[config.mk]
export PLATFORM = sky130hd
export DESIGN_NAME = khash_cell
export DESIGN_NICKNAME = d
export VERILOG_FILES = /design/src/rtl/core/khash_pkg.sv /design/src/rtl/core/khash_cell.sv
export SDC_FILE = /design/constraint.sdc
export NUM_CORES = 1
export LEC_CHECK = 0
export BUFFER_PORTS_ARGS = -buffer_cell sky130_fd_sc_hd__buf_2
export CAP_MARGIN = 5
export CORE_ASPECT_RATIO = 1.4
export CORE_MARGIN = 2
export CORE_UTILIZATION = 52
export DETAILED_ROUTE_END_ITERATION = 8
export HOLD_SLACK_MARGIN = 0.06
export PLACE_DENSITY = 0.92
export SLEW_MARGIN = 10
export SYNTH_ARGS = -nofsm -noshare
export SYNTH_HDL_FRONTEND = slang
export SYNTH_SLANG_ARGS = --single-unit
[constraint.sdc]
create_clock -name aclk -period 4.15 [get_ports aclk]
set_input_delay 0.2075 -clock aclk [delete_from_list [all_inputs] [get_ports aclk]]
set_output_delay 0.2075 -clock aclk [all_outputs]
set_load 0.01 [all_outputs]
[src/rtl/core/khash_pkg.sv]
// Shared constants and a helper for the k-gram djb2 window hasher.
// No dependencies; imported by khash_cell and kgram_djb2_window_hasher.
`default_nettype none

package khash_pkg;

    // Longest window the accumulator row supports
    localparam int MAX_WINDOW = 16;

    // Field widths fixed by the stream format
    localparam int TOKEN_W = 64;
    localparam int CFG_W   = 5;

    // Held-token count covers 0..MAX_WINDOW, accumulator index covers 0..MAX_WINDOW-1
    localparam int CNT_W = $clog2(MAX_WINDOW + 1);
    localparam int IDX_W = (MAX_WINDOW > 1) ? $clog2(MAX_WINDOW) : 1;
    localparam int CMP_W = (CNT_W > CFG_W) ? CNT_W : CFG_W;

    // djb2 starting value
    localparam logic [TOKEN_W-1:0] HASH_SEED = TOKEN_W'(5381);

    // Map the window register to a usable length: zero means one, clamp at MAX_WINDOW
    function automatic logic [CNT_W-1:0] effective_window(input logic [CFG_W-1:0] cfg);
        logic [CMP_W-1:0] wide;
        wide = CMP_W'(cfg);
        if (wide == '0) begin
            wide = CMP_W'(1);
        end else if (wide > CMP_W'(MAX_WINDOW)) begin
            wide = CMP_W'(MAX_WINDOW);
        end
        return CNT_W'(wide);
    endfunction

endpackage

`default_nettype wire

[src/rtl/core/khash_cell.sv]
// One accumulator cell of the window hash row: hash = prev*33 + token.
// Depends on khash_pkg.
`default_nettype none

module khash_cell (
    input  wire logic                            aclk,
    input  wire logic                            shift_en,
    input  wire logic [khash_pkg::TOKEN_W-1:0]   acc_in,
    input  wire logic [khash_pkg::TOKEN_W-1:0]   token,
    output logic      [khash_pkg::TOKEN_W-1:0]   acc_next,
    output logic      [khash_pkg::TOKEN_W-1:0]   acc_reg
);
    import khash_pkg::*;

    // Extend the neighbor's shorter-window hash by one token
    assign acc_next = (acc_in << 5) + acc_in + token;

    // Advance on every accepted token
    always_ff @(posedge aclk) begin
        if (shift_en) begin
            acc_reg <= acc_next;
        end
    end

endmodule

`default_nettype wire

* Word-level counts from Yosys, hierarchy flattened *
Index checks and enable logic that the tools add are counted.

word-level totals
  bits in registers = 64
  latch bits = 0
  RAM bits = 0
  bits in read-only memories = 0
  input bits = 130
  output and inout bits = 128
  word-level logic and storage cells = 3
  memories = 0

operators by class
  $add $sub $neg = 2
  multipliers = 0
  div/mod/pow operators = 0
  $lt $le $gt $ge = 0
  equal/unequal tests = 0
  shift operators = 0
  multiplexer cells = 0
  bitwise gates (word level) = 0
  reduce and logical (&&, ||, !) cells = 0

operators by type and width
  operator      number
  64-bit adder  2

* Depth between registers and ports, before layout *
  word-level depth = 2
  gate-level depth with buffers = 12
  depth with buffers taken out = 12

* Worst setup path after synthesis *
No wires, ideal clock.

  path kind = input -> register
  start point = in acc_in[0] (netlist name)
  end point = reg acc_reg[38] (netlist name), data pin
  setup time = 0.279 ns
  arrival time = 3.169 ns
  required time = 3.871 ns
  path slack = 0.702 ns
  cell stages on the path = 12
  path buffers = 0
  cell sequence = inv_1 -> fa_1 -> inv_1 -> ha_1 -> a21oi_1 -> o21ai_0 -> a31o_2 -> a221oi_1 -> o22ai_1 -> a21oi_1 -> nor2_1 -> nor4_1

between the ends
  longest elaborated chain between the ends = 2

RTL lines
  item                         RTL line          text
  from (decl)                  khash_cell.sv:8   input wire logic [khash_pkg::TOKEN_W-1:0] acc_in,
  64-bit adder (2 in series)   khash_cell.sv:16  assign acc_next = (acc_in << 5) + acc_in + token;
  named net acc_next, one bit  khash_cell.sv:10  output logic [khash_pkg::TOKEN_W-1:0] acc_next,
  to (signal assigned)         khash_cell.sv:21  acc_reg <= acc_next;
  to (decl)                    khash_cell.sv:11  output logic [khash_pkg::TOKEN_W-1:0] acc_reg

The timed path passes the listed nets, and every way through them passes these cells.
A chain may end at the register's enable or synchronous reset.

* Worst setup path in the final report *
  start point = in acc_in[4] (netlist name)
  end point = out acc_next[40] (netlist name)

between the ends
  longest elaborated chain between the ends = 2

RTL lines
  item                        RTL line
  64-bit adder (2 in series)  khash_cell.sv:16
  to (decl)                   khash_cell.sv:10

Every way passes these cells.

==> impl_metrics.toml <==
[outcome]
outcome = "completed"

[clock_network]
post_cts_resized = 0
clock_pin_slew_reported_for_the_worst_setup_and_hold_paths_after_clock_tree_synthesis_ns = 0.06
clock_tree.root_cell = "sky130_fd_sc_hd__clkbuf_16"
numCtsBuffers = 9
cts_buffer_depth = 2
cts-hold-fix-buffers = 0
tritoncts = "built"
clock_tree.htree_level_count = 3
post_cts_buffers = 0
clock-sinks = 64

[drt]
avgViaCountPerCell = 6.102
drt_pass1_iterations = 5
drtAntennaViolNets = 0
wl_mm = 24.29
wl_per_cell_um = 20.40
routed-via-count = 7268
route.detailed.drc = 0
drtIter0Drc = 573

[setup_path]
worst_setup_path_startpoint = "acc_in[4]"
crit_type = "in2out"
worstPathArrival_ns = 3.70
max_stage_delay_ns = 0.48
worstSetupEndpoint = "acc_next[40]"
cells_along_the_critical_path = "buf_2 > fa_1 > ha_1 > a21oi_1 > o21ai_0 > or2_2 > o21ai_1 > a21oi_1 > a21oi_1 > o21ai_0 > a311oi_1 > buf_2"
cp_max_fo = 6
end_kind = "output port"
setup.worst_path.start_class = "input port"
timing.critical_path.slowest_stage_cell = "sky130_fd_sc_hd__fa_1"
cp_common_cell = "sky130_fd_sc_hd__a21oi_1"
crit_required_ns = 3.94

[yosys]
summed_instance_area_of_the_synthesized_netlist_um2 = 7341
synth_async_sr_flop_share_pct = 0
post-synth-top-area-cell = "sky130_fd_sc_hd__edfxtp_1"
synth_enable_flop_cells = 64
post_synth.cell_area_avg_um2 = 9.736
seq_area_frac_synth_pct = 26.18
synthDistinctLibCells = 67
synth_cells = 754
ys_warn_count = 0
synth_top_area_share_pct = 26.18
mappedNetlistNets = 1010
synth_top_cells_by_area = "sky130_fd_sc_hd__edfxtp_1, sky130_fd_sc_hd__fa_1, sky130_fd_sc_hd__ha_1"
postSynth.topFlopCell = "sky130_fd_sc_hd__edfxtp_1"
ffs_latches_synth = 64

[placement]
placement.io_buffers = 257
place.gp.congestion = 1.014
dpl.hpwl_mm = 20.32

[sta]
timing_hold_violations_final = 0
unrepaired_setup_endpoints_after_global_routing = "no"
worst-slew-pin-transition_ns = 0.8386
slew_violations = 0
finalCriticalPeriod_ns = 3.904
tns_ns = 0
timing.fmax_mhz = 256.2
worst_slew_margin_rel_pct = 44.10
min_period_over_period_pct = 94.06
final-setup-viol-count = 0

[die]
design.die.area_um2 = 15100
design.core.area_um2 = 13850
die-width_um = 104.4
die_h_um = 144.6
floorplan.initialDensity_pct = 53.01
rows = 51
io-pin-count = 258

[flow_run]
max-cap-violations = 0

[global_route]
pin_count_of_the_biggest_net_entering_global_routing = 36
grt_util_all_layers_pct = 32.04
grt_pass1_vias = 7349
grt_first_pass_wirelength_mm = 37.38
antenna_found_initial = 0
grt_remaining_overflow = 0

[final_layout]
area_growth_syn_to_layout_pct = 22.87
finish.net_count = 1257
utilization_pct = 65.14
fraction_of_layout_instances_using_a_drive_strength_above_1_pct = 29.42
number_of_flip_flops_under_the_largest_register_name = 64
n_antenna_cell = 0

[worst_hold_path]
worst_hold_path_type = "in2reg"

[pwr]
leakagePower_uw = 0.004058
pwr_density_cell_nw_per_um2 = 500.1
irDropWorstVdd_v = 0.0002881
[metal layers]
layer / wire (um) / up-vias / GRT usage [%]
li1: - / 3311 / -
met1: 8477 / 3436 / 33.42
met2: 12900 / 437 / 61.61
met3: 1635 / 84 / 4.461
met4: 1275 / 0 / 17.71
met5: 0 / - / 0
[cells by family (layout without fill, tap and decap cells)]
group	Yosys count	after routing	share of synthesized area [%]
DFF	64	64	26.18
xor gates and xnor gates	57	57	6.801
AOI/OAI and AO/OA	237	237	20.97
and+or+nand+nor	216	216	14.59
adders and majority gates	126	126	27.51
buffers and inverters	54	306	3.954
[synthesized netlist by cell type, types with 9 or more instances]
| library cell | instances |
|---|---|
| sky130_fd_sc_hd__a21oi_1 | 72 |
| sky130_fd_sc_hd__ha_1 | 67 |
| sky130_fd_sc_hd__nand2_1 | 67 |
| sky130_fd_sc_hd__edfxtp_1 | 64 |
| sky130_fd_sc_hd__fa_1 | 59 |
| sky130_fd_sc_hd__o21ai_0 | 40 |
| sky130_fd_sc_hd__xnor2_1 | 39 |
| sky130_fd_sc_hd__nor2_1 | 38 |
| sky130_fd_sc_hd__a21o_1 | 27 |
| sky130_fd_sc_hd__inv_1 | 26 |
| sky130_fd_sc_hd__nand4_1 | 21 |
| sky130_fd_sc_hd__nor3_1 | 18 |
| sky130_fd_sc_hd__xor2_1 | 18 |
| sky130_fd_sc_hd__nand3_1 | 17 |
| sky130_fd_sc_hd__o21bai_1 | 12 |
| sky130_fd_sc_hd__clkbuf_1 | 11 |
| sky130_fd_sc_hd__a211oi_1 | 10 |
| sky130_fd_sc_hd__o21a_1 | 10 |
| sky130_fd_sc_hd__and3_1 | 9 |
[metrics by stage]
stage          cell area, um2  setup slack, ns  instances  total power [uW]  hold WS (ns)
2_1_floorplan            7341           0.7019        754              2698        0.3200
3_3_place_gp             8718           0.2363       1175              3635        0.5218
3_5_place_dp             8718           0.1677       1175              3696        0.5295
4_1_cts                  9007           0.1721       1191              4485        0.1869
5_1_grt                  9020         0.008071       1191              4787        0.1971
6_report                 9020           0.2464       1191              4511        0.2012
[critical path: cells and delay by family]
kind            cells  cell delay [ns]
compound gates      7             1.96
fa+ha+maj           2             0.88
buf+inv             2             0.33
simple gates        1             0.32
[worst min-delay path by stage]
stage	from	to	slack [ns]	cells past startpoint
after detailed placement	token[0]	acc_reg[0]	0.53	2
after global routing	token[0]	acc_reg[0]	0.20	2
after floorplan	shift_en	acc_reg[0]	0.32	0
after global placement	token[0]	acc_reg[0]	0.52	2
final	token[0]	acc_reg[0]	0.20	2
after CTS	token[0]	acc_reg[0]	0.19	2
[layout make-up]
class                      instances  area [um2]
inverter                          26       97.59
timing repair buffer             264        1339
tap                              185       231.5
sequential                        64        1922
fill                            1137        4827
clock buffer                      10       229.0
multi-input combinational        636        5141
clock inverter                     6       60.06
[report_power, final]
group	switching, uW	leakage [uW]	total (uW)	internal [uW]
clock network	318	0.000140	781	463
registers	44.6	0.000626	1040	994
logic	1650	0.00329	2690	1050
total	2010	0.00406	4510	2500
[cell usage in the layout (no fill, tap or decap), drive strengths merged, types with 5 or more instances in the layout]
cell | synthesis | final
a211oi | 10 | 10
a21o | 30 | 30
a21oi | 73 | 73
a221oi | 6 | 6
a31oi | 8 | 8
and2 | 5 | 5
and3 | 11 | 11
buf | 9 | 264
clkbuf | 15 | 10
edfxtp | 64 | 64
fa | 59 | 59
ha | 67 | 67
inv | 26 | 26
nand2 | 68 | 68
nand2b | 8 | 8
nand3 | 17 | 17
nand4 | 21 | 21
nor2 | 38 | 38
nor3 | 18 | 18
nor4 | 7 | 7
o211ai | 7 | 7
o21a | 10 | 10
o21ai | 45 | 45
o21bai | 12 | 12
o31ai | 5 | 5
or3 | 5 | 5
xnor2 | 39 | 39
xor2 | 18 | 18
No activity file was read; power rests on OpenSTA's default activity.
